===== src/design/mse_pkg.sv =====
// Shared constants, codes and the queue entry type of the multi-stack engine.
// No dependencies.
`timescale 1ns / 1ps
package mse_pkg;
	localparam int MAX_STACKS = 16;
	localparam int POOL_NODES = 1024;

	localparam int NODE_W = $clog2(POOL_NODES + 1);
	localparam int ADDR_W = (POOL_NODES > 1) ? $clog2(POOL_NODES) : 1;
	localparam int SLOT_W = (MAX_STACKS > 1) ? $clog2(MAX_STACKS) : 1;
	localparam int CNT_W  = $clog2(MAX_STACKS + 1);
	localparam int ID_W   = 5;
	localparam int VAL_W  = 64;
	localparam int ST_W   = 3;
	localparam int OP_W   = 2;

	localparam logic [NODE_W-1:0] NULL_NODE = NODE_W'(POOL_NODES);

	localparam logic [OP_W-1:0] OP_CREATE  = 2'd0;
	localparam logic [OP_W-1:0] OP_DESTROY = 2'd1;
	localparam logic [OP_W-1:0] OP_PUSH    = 2'd2;
	localparam logic [OP_W-1:0] OP_POP     = 2'd3;

	localparam logic [ST_W-1:0] ST_OK       = 3'd0;
	localparam logic [ST_W-1:0] ST_BAD_ID   = 3'd1;
	localparam logic [ST_W-1:0] ST_NOT_LIVE = 3'd2;
	localparam logic [ST_W-1:0] ST_EMPTY    = 3'd3;
	localparam logic [ST_W-1:0] ST_NO_ROOM  = 3'd4;

	localparam int QUEUE_DEPTH = 2;
	localparam int QPTR_W      = 1;

	// Classified transaction as held in the queue
	typedef struct packed {
		logic                    is_create;
		logic                    is_destroy;
		logic                    is_push;
		logic                    is_pop;
		logic                    id_zero;
		logic                    id_over_max;
		logic [ID_W-1:0]         id;
		logic signed [VAL_W-1:0] value;
	} item_t;
endpackage


===== src/design/mse_queue.sv =====
// Short queue of classified transactions between front and back end.
// Depends on mse_pkg.
`timescale 1ns / 1ps
module mse_queue (
	input  logic           clk,
	input  logic           arst_n,
	input  logic           wr_en,
	input  mse_pkg::item_t wr_item,
	output logic           full,
	output logic           rd_valid,
	input  logic           rd_en,
	output mse_pkg::item_t rd_item
);
	import mse_pkg::*;

	item_t                 entry_q [QUEUE_DEPTH];
	logic [QPTR_W-1:0]     wptr_q;
	logic [QPTR_W-1:0]     rptr_q;
	logic [QPTR_W:0]       count_q;

	assign full     = (count_q == (QPTR_W+1)'(QUEUE_DEPTH));
	assign rd_valid = (count_q != '0);
	assign rd_item  = entry_q[rptr_q];

	// Advance pointers and count
	always_ff @(posedge clk or negedge arst_n) begin
		if (!arst_n) begin
			wptr_q  <= '0;
			rptr_q  <= '0;
			count_q <= '0;
		end else begin
			if (wr_en)
				wptr_q <= wptr_q + QPTR_W'(1);
			if (rd_en)
				rptr_q <= rptr_q + QPTR_W'(1);
			if (wr_en && !rd_en)
				count_q <= count_q + (QPTR_W+1)'(1);
			else if (rd_en && !wr_en)
				count_q <= count_q - (QPTR_W+1)'(1);
		end
	end

	// Store the payload
	always_ff @(posedge clk) begin
		if (wr_en)
			entry_q[wptr_q] <= wr_item;
	end
endmodule


===== config.mk =====
export PLATFORM = sky130hd
export DESIGN_NAME = mse_queue
export DESIGN_NICKNAME = d
export VERILOG_FILES = /design/src/design/mse_pkg.sv /design/src/design/mse_queue.sv
export SDC_FILE = /design/constraint.sdc
export NUM_CORES = 1
export LEC_CHECK = 0
export ABC_AREA = 1
export BUFFER_PORTS_ARGS = -buffer_cell sky130_fd_sc_hd__buf_2
export CORE_UTILIZATION = 56
export CTS_CLUSTER_SIZE = 30
export DETAILED_ROUTE_END_ITERATION = 10
export PLACE_DENSITY = 0.84
export SLEW_MARGIN = 40
export SYNTH_ARGS = -nofsm -noshare
export SYNTH_HDL_FRONTEND = slang
export SYNTH_SLANG_ARGS = --single-unit

===== constraint.sdc =====
create_clock -name clk -period 9.41 [get_ports clk]
set_input_delay 1.882 -clock clk [delete_from_list [all_inputs] [get_ports clk]]
set_output_delay 1.882 -clock clk [all_outputs]
set_load 0.02 [all_outputs]

# Yosys cells after proc, flatten, opt, wreduce, memory -nomap -nowiden
# Memories as Yosys holds them, arrays and structs flattened.
# Index checks and enable logic that the tools add are counted.
[totals]
mem_count = 1
elab_cells = 19
output_inout_bits = 77
ramBits = 150
reg_bits = 4
[op_classes]
reduce_logical = 6
addsub = 4
n_eq_ne = 1
n_mux = 4
[memory_table]
columns = ["name", "depth", "width", "rd", "rd_ports_with_merged_regs", "wr", "line", "text"]
rows = [
  ["entry_q", 2, 75, 1, 0, 1, "mse_queue.sv:16", "item_t entry_q [QUEUE_DEPTH];"],
]
[op_table]
columns = ["op", "n"]
rows = [
  ["$mux W2", 2],
  ["$reduce_bool A2 Y1", 2],
  ["$add A1 B1 Y1 const B", 2],
  ["$add A2 B1 Y2 const B", 1],
  ["$eq A2 B2 Y1 const B", 1],
  ["$logic_and A1 B1 Y1", 2],
  ["$logic_not A1 Y1", 2],
  ["$mux W1", 2],
  ["$sub A2 B1 Y2 const B", 1],
]

# Longest topological paths before layout
# Gate-level depths: netlist of run 1.
[logic_depth]
word_depth = 4
depth_mapped = 7

# Least setup slack after synthesis of run 1
# OpenSTA, ideal clock, no wires.
[synth_path]
kind = "input-to-reg"
startpoint = "in wr_en"
endpoint = "mem entry_q[0][0] (netlist bit) (enable)"
t_arrival_ns = 5.065
path_buffers = 0
slack_ns = 3.834
path_stages = 2
path_cell_list = "inv_1 nor2_1"
[synth_via]
elab_chain_cells = 2
[synth_rtl]
columns = ["element", "line", "text"]
rows = [
  ["start, declared", "mse_queue.sv:7", "input logic wr_en,"],
  ["$mux W1", "mse_queue.sv:45", "if (wr_en)"],
  ["$mux W1 (not written as such)", "mse_queue.sv:46", "entry_q[wptr_q] <= wr_item;"],
  ["end, declared", "mse_queue.sv:16", ""],
]
# Every way passes these cells.

==> impl_metrics.py, run 1 <==
metrics = {
    "timing": {
        "skew_ps": 6.58,
        "slew_viol_final": 0,
        "fin_setup_tns_ps": 0,
        "tightest_slew_ps": 803,
        "finalCriticalPeriod_ps": 4450,
        "fin_hold_ws_ps": 488,
        "final.period_utilization": 0.473,
        "rsz0062_at_grt": "no",
        "slew_headroom": 0.465,
        "clock.fmax_mhz": 225,
        "setup_viol": 0,
        "hold_viol": 0,
    },
    "route": {
        "wl_mm": 9.57,
        "routed_via_density": 4.99,
        "wl_per_cell_um": 16.7,
        "antenna_left": 0,
        "vias": 2865,
        "drc": 0,
        "dr.pass1.iters": 4,
        "drt_first_iter_violations": 138,
    },
    "worst_setup_path": {
        "cp.required_ps": 7530,
        "critPathLaunch": "rptr_q",
        "reg2reg_slack_ps": 7400,
        "endpoint": "rd_item[2]",
        "worstSetupPathType": "reg -> out",
        "worstReg2RegEnd": "entry_q[0][29]",
        "crit_path_max_fanout": 47,
        "arrival_ps": 2570,
        "reg2reg_depth": 3,
        "critPathLaunchType": "flip-flop",
        "r2r_start": "wptr_q",
        "endpoint_kind": "output port",
    },
    "final_layout": {
        "post-route-util": 0.735,
        "fin_cells": 574,
        "final_area_um2": 7250,
        "diodes": 0,
        "drive_gt1_frac": 0.596,
        "area_growth_pct": 25.5,
        "final_nets": 508,
    },
    "die": {
        "die_y_um": 104,
        "ioPinCount": 156,
        "start_util": 0.585,
        "core_area_um2": 9860,
        "fp-row-count": 36,
        "die-area_um2": 10700,
        "die_w_um": 104,
    },
    "placed_design": {
        "place.port_buffers": 155,
        "dp_cells": 542,
        "place_area_um2": 6700,
        "gp_congestion": 0.679,
        "hpwl_mm": 6.37,
    },
    "power": {
        "p_leak_nw": 2.88,
        "powerDensity_nw_per_um2": 320,
        "max-vdd-ir-drop_uv": 202,
    },
    "logic_synthesis": {
        "avgSynthCellArea_um2": 22.4,
        "yosysUniqueCellTypes": 15,
        "synth_top_area_frac": 0.780,
        "yosysWarnings": 0,
        "synth_top_area_cell": "edfxtp_1",
        "ys_ff_latch": 154,
        "syn_area_um2": 5770,
        "synth_fp_nets": 338,
        "synth_cells": 258,
        "ys_seq_area_frac": 0.798,
        "yosys-top-cells-area": "edfxtp_1, mux2_4, mux2_2, dfrtp_1, buf_6",
    },
    "cts": {
        "post_cts_buffers": 0,
        "clockBufferDepth": 2,
        "cts-hold-fix-buffers": 0,
        "clock-root-buffer": "clkbuf_8",
        "cts_resized": 0,
        "cts_tree": "built",
        "htree_levels": 4,
        "path_clk_slew_ps": 60,
        "cts_inserted_buffers": 17,
        "clock-sinks": 154,
        "worstSkewPairLatency_ps": 520,
    },
    "global_route": {
        "grt_usage": 0.192,
        "antenna_found_initial": 1,
        "grt_pass1_vias": 3116,
        "grt_first_pass_wirelength_mm": 15.3,
        "grt_max_degree": 48,
        "overflow": 0,
    },
    "worst_hold_path": {
        "min_path_type": "reg -> reg",
    },
    "job": {
        "maxCapViolations": 0,
    },
    "status": {
        "status": "finished, final reports clean",
    },
}
-- critical path: stages, from the launching register on --
cell and delay (ps):
dfrtp_4 710, buf_4 710, mux2_2 420, buf_2 160
-- how the worst min path moves through the flow --
stage                      end  cells after the start  startpoint
floorplan           count_q[1]                      2  count_q[1]
global placement    count_q[1]                      2  count_q[1]
detailed placement  count_q[1]                      2  count_q[1]
CTS                 count_q[1]                      2  count_q[1]
global route        count_q[1]                      2  count_q[1]
finish              count_q[1]                      2  count_q[1]
-- per-stage QoR --
| step | setup WS, ps | total power [mW] |
|---|---|---|
| floorplan | 3830 | 1.52 |
| global placement | 5520 | 1.69 |
| detailed placement | 5510 | 1.71 |
| CTS | 4930 | 2.34 |
| global route | 4850 | 2.41 |
| finish | 4960 | 2.32 |
-- layout by cell type (no fill, tap or decap), types with 3 or more instances in the layout --
| cell type | netlist | final |
|---|---|---|
| clkbuf_16 | 0 | 16 |
| nand2_1 | 6 | 6 |
| buf_2 | 3 | 155 |
| mux2_4 | 40 | 40 |
| clkinv_1 | 0 | 4 |
| edfxtp_1 | 150 | 150 |
| dfrtp_1 | 4 | 3 |
| buf_4 | 1 | 3 |
| clkinvlp_4 | 0 | 4 |
| mux2_2 | 35 | 35 |
| inv_1 | 7 | 6 |
-- sequential cells by signal, indices dropped and copies added (netlist names) --
name     flops
wptr_q       1
entry_q    150
rptr_q       1
count_q      2
-- power by group --
group	leakage [nW]	internal [mW]	switching [mW]
registers	1.45	0.913	0.0603
clock network	0.254	0.373	0.249
logic	1.17	0.313	0.408
-- cell type report --
| type | count | area [µm²] |
|---|---|---|
| clock buffers | 19 | 422 |
| inverters | 7 | 27.5 |
| flip-flops and latches | 154 | 4610 |
| clock inverters | 13 | 128 |
| multi-input cells | 89 | 1080 |
| repair buffers | 159 | 813 |
| well taps | 133 | 166 |
| fillers | 605 | 2620 |
-- routing by layer --
layer | part of all wire | wire (µm) | global-route usage | vias up
met5 | 0 | 0 | 0 | -
met4 | 0.017 | 163 | 0.0859 | 0
met3 | 0.078 | 746 | 0.0648 | 17
met2 | 0.50 | 4800 | 0.321 | 118
met1 | 0.40 | 3860 | 0.226 | 1378
li1 | - | - | - | 1352
-- kinds of logic after synthesis --
group                    Yosys count  share of synthesized area
XOR/XNOR                           3                    0.00455
adder cells (fa/ha/maj)            1                    0.00217
buffers and inverters             15                     0.0163
flip-flops                       154                      0.798
multiplexers                      75                      0.172
AND/OR/NAND/NOR                   10                    0.00715
-- cell usage after synthesis --
| master | n |
|---|---|
| xor2_1 | 2 |
| mux2_2 | 35 |
| xnor2_1 | 1 |
| nand4_1 | 1 |
| buf_2 | 3 |
| nand2_1 | 6 |
| buf_4 | 1 |
| inv_1 | 7 |
| nor2_1 | 2 |
| ha_1 | 1 |
| buf_6 | 4 |
| nand3_1 | 1 |
| mux2_4 | 40 |
| edfxtp_1 | 150 |
| dfrtp_1 | 4 |
(Power assumes the default switching activity.)
==> run 2: changes to the inputs <==
CORE_UTILIZATION = 52   (was 56)
PLACE_DENSITY = 0.79   (was 0.84)
clock period = 4.6 ns   (was 9.41 ns; I/O delays follow)
==> run 2 against run 1 <==
Non-clock buffer count up 1. Global-route usage is 2.3 points lower. Combinational power grew 100%. Clock power rose by 120%. Register-to-register slack got worse by 4600 ps. Sequential power up 110%. Final area up 1.1%. Worst setup slack worse by 3700 ps. Critical path depth unchanged. Critical path type unchanged. Largest power group unchanged.
==> impl_metrics.py, run 2 (same netlist as run 1, synthesis figures left out) <==
metrics = {
    "worst_setup_path": {
        "arrival_ps": 2450,
        "crit_path_max_fanout": 52,
        "path_delay_family": "flip-flops",
        "r2r_start": "wptr_q",
        "worstSetupPathType": "reg -> out",
        "critPathLaunchType": "flip-flop",
        "cp.required_ps": 3680,
        "crit_chain": "buf_4 -> mux2_2 -> buf_2",
        "cp.buffers_inverters": 2,
        "worstReg2RegEnd": "entry_q[1][47]",
        "reg2reg_depth": 3,
        "crit_slowest_cell": "dfrtp_4",
        "worst_path_largest_cell_delay_ps": 970,
        "endpoint_kind": "output port",
        "reg2reg_slack_ps": 2770,
    },
    "job": {
        "maxCapViolations": 0,
    },
    "route": {
        "dr.pass1.iters": 4,
        "antenna_left": 0,
        "routed_via_density": 4.92,
        "vias": 2864,
        "wl_mm": 9.42,
        "drc": 0,
        "wl_per_cell_um": 16.2,
        "drt_first_iter_violations": 125,
    },
    "timing": {
        "skew_ps": 4.79,
        "fin_hold_ws_ps": 214,
        "clock.fmax_mhz": 297,
        "fin_setup_tns_ps": 0,
        "final.period_utilization": 0.733,
        "tightest_slew_ps": 840,
        "slew_headroom": 0.440,
        "setup_viol": 0,
        "finalCriticalPeriod_ps": 3370,
        "rsz0062_at_grt": "no",
        "hold_viol": 0,
        "slew_viol_final": 0,
    },
    "final_layout": {
        "final_common_cell": "buf_2",
        "final_area_um2": 7320,
        "mostFrequentLayoutCells": "buf_2, edfxtp_1, mux2_4",
        "regArea_um2": 4610,
        "final_nets": 509,
        "area_growth_pct": 26.9,
        "top_regs": "entry_q: 150 flops, count_q: 2 flops",
        "drive_gt1_frac": 0.597,
        "largest_reg_flops": 150,
        "largest_register": "entry_q",
        "post-route-util": 0.676,
        "diodes": 0,
        "multi_input_area_um2": 1080,
        "fillCellCount": 732,
    },
    "placed_design": {
        "hpwl_mm": 6.27,
        "gp_congestion": 0.716,
        "place_area_um2": 6740,
        "place.port_buffers": 155,
    },
    "global_route": {
        "grt_max_degree": 53,
        "antenna_found_initial": 1,
        "overflow": 0,
        "grt_usage": 0.169,
        "grt_first_pass_wirelength_mm": 14.0,
        "grt_pass1_vias": 2828,
    },
    "die": {
        "ioPinCount": 156,
        "die_y_um": 107,
        "start_util": 0.533,
        "die-area_um2": 11500,
        "core_area_um2": 10800,
        "die_w_um": 107,
        "fp-row-count": 38,
    },
    "cts": {
        "cts_resized": 0,
        "cts_inserted_buffers": 17,
        "path_clk_slew_ps": 60,
        "clockBufferDepth": 2,
        "post_cts_buffers": 0,
        "cts-hold-fix-buffers": 0,
        "clock-sinks": 154,
        "htree_levels": 4,
        "cts_tree": "built",
        "clock-root-buffer": "clkbuf_8",
        "worstSkewPairLatency_ps": 500,
    },
    "power": {
        "p_total_mw": 4.82,
        "powerDensity_nw_per_um2": 659,
        "max-vdd-ir-drop_uv": 498,
        "p_leak_nw": 2.92,
    },
    "worst_hold_path": {
        "min_path_type": "in -> async",
    },
    "status": {
        "status": "finished, final reports clean",
    },
}
## run 2: changes by cell type in the layout (fill, tap and decap cells not counted), sizes merged
cell      before  now
buf          159  160
bufinv         2    3
clkbuf        19   25
clkinv         7    2
clkinvlp       4    2
## run 2: layer usage
| layer | track usage | up-vias | routed length, µm |
|---|---|---|---|
| met5 | 0 | - | 13 |
| met4 | 0.0705 | 2 | 85 |
| met3 | 0.0545 | 10 | 662 |
| met2 | 0.274 | 108 | 4730 |
| met1 | 0.210 | 1394 | 3930 |
| li1 | - | 1350 | - |
## run 2: how the worst max path moves through the flow
stage,startpoint,end,slack (ps),cells after the start
after CTS,rptr_q,rd_item[74],1190,3
after global routing,rptr_q,rd_item[74],1110,3
after global placement,rptr_q,rd_item[61],1800,3
after floorplan,wr_en,entry_q[0][0],1290,2
final,rptr_q,rd_item[74],1230,3
after detailed placement,rptr_q,rd_item[74],1760,3
## run 2: final cells by class
type                            instances  area share
Inverter                                7     0.00393
Clock inverter                          7      0.0162
Tap cell                              140      0.0239
Sequential cell                       154       0.629
Clock buffer                           25      0.0634
Timing Repair Buffer                  160       0.115
Multi-Input combinational cell         89       0.148
## run 2: worst register-to-register path, stage by stage (launching register included)
cell and delay, ps:
dfrtp_1 430, nand2_1 120, inv_4 460, buf_4 460
## run 2: metrics by stage
stage / instances / setup slack (ps)
finish: 582 / 1230
global route: 582 / 1110
CTS: 582 / 1190
detailed placement: 550 / 1760
global placement: 549 / 1800
floorplan: 258 / 1290
## run 2: report_power, final
part	leakage, nW	switching [mW]	total, mW	internal (mW)
registers	1.45	0.175	2.04	1.86
clock network	0.277	0.487	1.34	0.856
logic	1.19	0.782	1.44	0.658
==> run 3: changes to the inputs <==
CORE_UTILIZATION = 47   (was 52)
PLACE_DENSITY = 0.76   (was 0.79)
clock period = 2.9 ns   (was 4.6 ns; I/O delays follow)
==> run 3 against run 2 <==
Register-to-register slack got worse by 1400 ps. Sequential power increased by 56%. Critical path depth unchanged.
==> impl_metrics.py, run 3 (same netlist as run 1, synthesis figures left out) <==
metrics = {
    "status": {
        "status": "finished, final reports clean",
    },
    "worst_setup_path": {
        "critPathLaunchType": "flip-flop",
        "worst_path_largest_cell_delay_ps": 830,
        "cp.required_ps": 2320,
        "crit_slowest_cell": "dfrtp_4",
        "worstSetupPathType": "reg -> out",
        "endpoint_kind": "output port",
        "crit_chain": "buf_4 -> mux2_2 -> buf_2",
        "crit_path_max_fanout": 38,
        "r2r_start": "wptr_q",
        "arrival_ps": 2170,
        "critPathLaunch": "rptr_q",
    },
    "power": {
        "p_leak_nw": 2.94,
        "powerDensity_nw_per_um2": 1050,
        "max-vdd-ir-drop_uv": 654,
        "p_total_mw": 7.73,
    },
    "timing": {
        "fin_hold_ws_ps": 350,
        "finalCriticalPeriod_ps": 2750,
        "skew_ps": 6.46,
        "hold_viol": 0,
        "fin_setup_tns_ps": 0,
        "final.period_utilization": 0.948,
        "tightest_slew_ps": 611,
        "slew_headroom": 0.593,
        "setup_viol": 0,
        "slew_viol_final": 0,
        "clock.fmax_mhz": 364,
        "rsz0062_at_grt": "no",
    },
    "global_route": {
        "antenna_found_initial": 0,
        "grt_pass1_vias": 3008,
        "grt_first_pass_wirelength_mm": 14.7,
        "grt_max_degree": 42,
        "grt_usage": 0.159,
        "overflow": 0,
    },
    "cts": {
        "cts_inserted_buffers": 17,
        "post_cts_buffers": 0,
        "worstSkewPairLatency_ps": 410,
        "cts_tree": "built",
        "clock-root-buffer": "clkbuf_16",
        "htree_levels": 4,
        "cts_resized": 0,
        "cts-hold-fix-buffers": 1,
        "clock-sinks": 154,
        "clockBufferDepth": 2,
        "path_clk_slew_ps": 60,
    },
    "final_layout": {
        "largest_register": "entry_q",
        "drive_gt1_frac": 0.592,
        "post-route-util": 0.612,
        "area_growth_pct": 27.3,
        "diodes": 0,
        "largest_reg_flops": 150,
        "fin_cells": 591,
        "final_nets": 511,
        "final_common_cell": "buf_2",
        "top_regs": "entry_q: 150 flops, count_q: 2 flops",
        "fillCellCount": 890,
        "mostFrequentLayoutCells": "buf_2, edfxtp_1, mux2_4",
    },
    "route": {
        "wl_per_cell_um": 16.3,
        "wl_met2_mm": 4.98,
        "highest_layer": "met4",
        "drc": 0,
        "drt_first_iter_violations": 140,
        "antenna_left": 0,
        "routed_via_density": 4.92,
        "wl_mm": 9.65,
        "wl_met3_um": 699,
        "dr.pass1.iters": 4,
        "vias": 2909,
        "met1_length_mm": 3.79,
    },
    "die": {
        "fp-row-count": 40,
        "die-area_um2": 12700,
        "die_w_um": 113,
        "start_util": 0.481,
        "ioPinCount": 156,
        "core_area_um2": 12000,
        "die_y_um": 113,
    },
    "worst_hold_path": {
        "min_path_type": "in -> reg",
        "min_from": "wr_item[62]",
    },
    "placed_design": {
        "hpwl_mm": 6.40,
        "gp_congestion": 0.701,
        "dp_cells": 558,
        "place.port_buffers": 155,
    },
    "job": {
        "maxCapViolations": 0,
    },
}
[run 3: cell types whose count changed in the layout (fill, tap and decap cells not counted), sizes merged]
cell	change
buf	+1
bufinv	+1
clkbuf	-5
clkinv	+7
clkinvlp	-2
dlygate4sd3	+1
inv	-1
[run 3: critical path: cells and delay by family (launching register included)]
kind	cells	cell delay [ps]
flops	1	830
mux	1	370
buf+inv	2	540
[run 3: layout make-up]
cell class	instances	area, µm²	share of cell area
tap	147	184	0.0250
multi-input combinational	89	1080	0.147
sequential	154	4610	0.627
timing repair buffer	162	856	0.116
inverter	7	27.5	0.00375
clock buffer	20	437	0.0594
clock inverter	12	154	0.0209
[run 3: power by group]
| part | internal [mW] | switching (mW) | leakage [nW] | total [mW] |
|---|---|---|---|---|
| combinational | 1.04 | 1.29 | 1.19 | 2.33 |
| clock | 1.42 | 0.788 | 0.289 | 2.21 |
| sequential | 2.96 | 0.232 | 1.45 | 3.19 |
[run 3: metal layers]
| metal | vias to the layer above | global-route usage |
|---|---|---|
| met2 | 109 | 0.269 |
| li1 | 1365 | - |
| met5 | - | 0 |
| met3 | 16 | 0.0643 |
| met4 | 0 | 0.0827 |
| met1 | 1419 | 0.173 |
[run 3: final timing paths]
check,cells after the start,endpoint,slack [ps]
max,3,rd_item[4],150
min,1,entry_q[0][62],350
max reg2reg,3,entry_q[1][54],1380
min reg2reg,2,count_q[1],500
max in group asynchronous,2,rptr_q,2260
min in group asynchronous,2,wptr_q,500
[run 3: per-stage QoR]
| stage | setup WS (ps) | instance area [µm²] |
|---|---|---|
| finish | 152 | 7350 |
| CTS | 105 | 7350 |
| global placement | 609 | 6750 |
| global route | 45.4 | 7350 |
| floorplan | 382 | 5780 |
| detailed placement | 566 | 6750 |
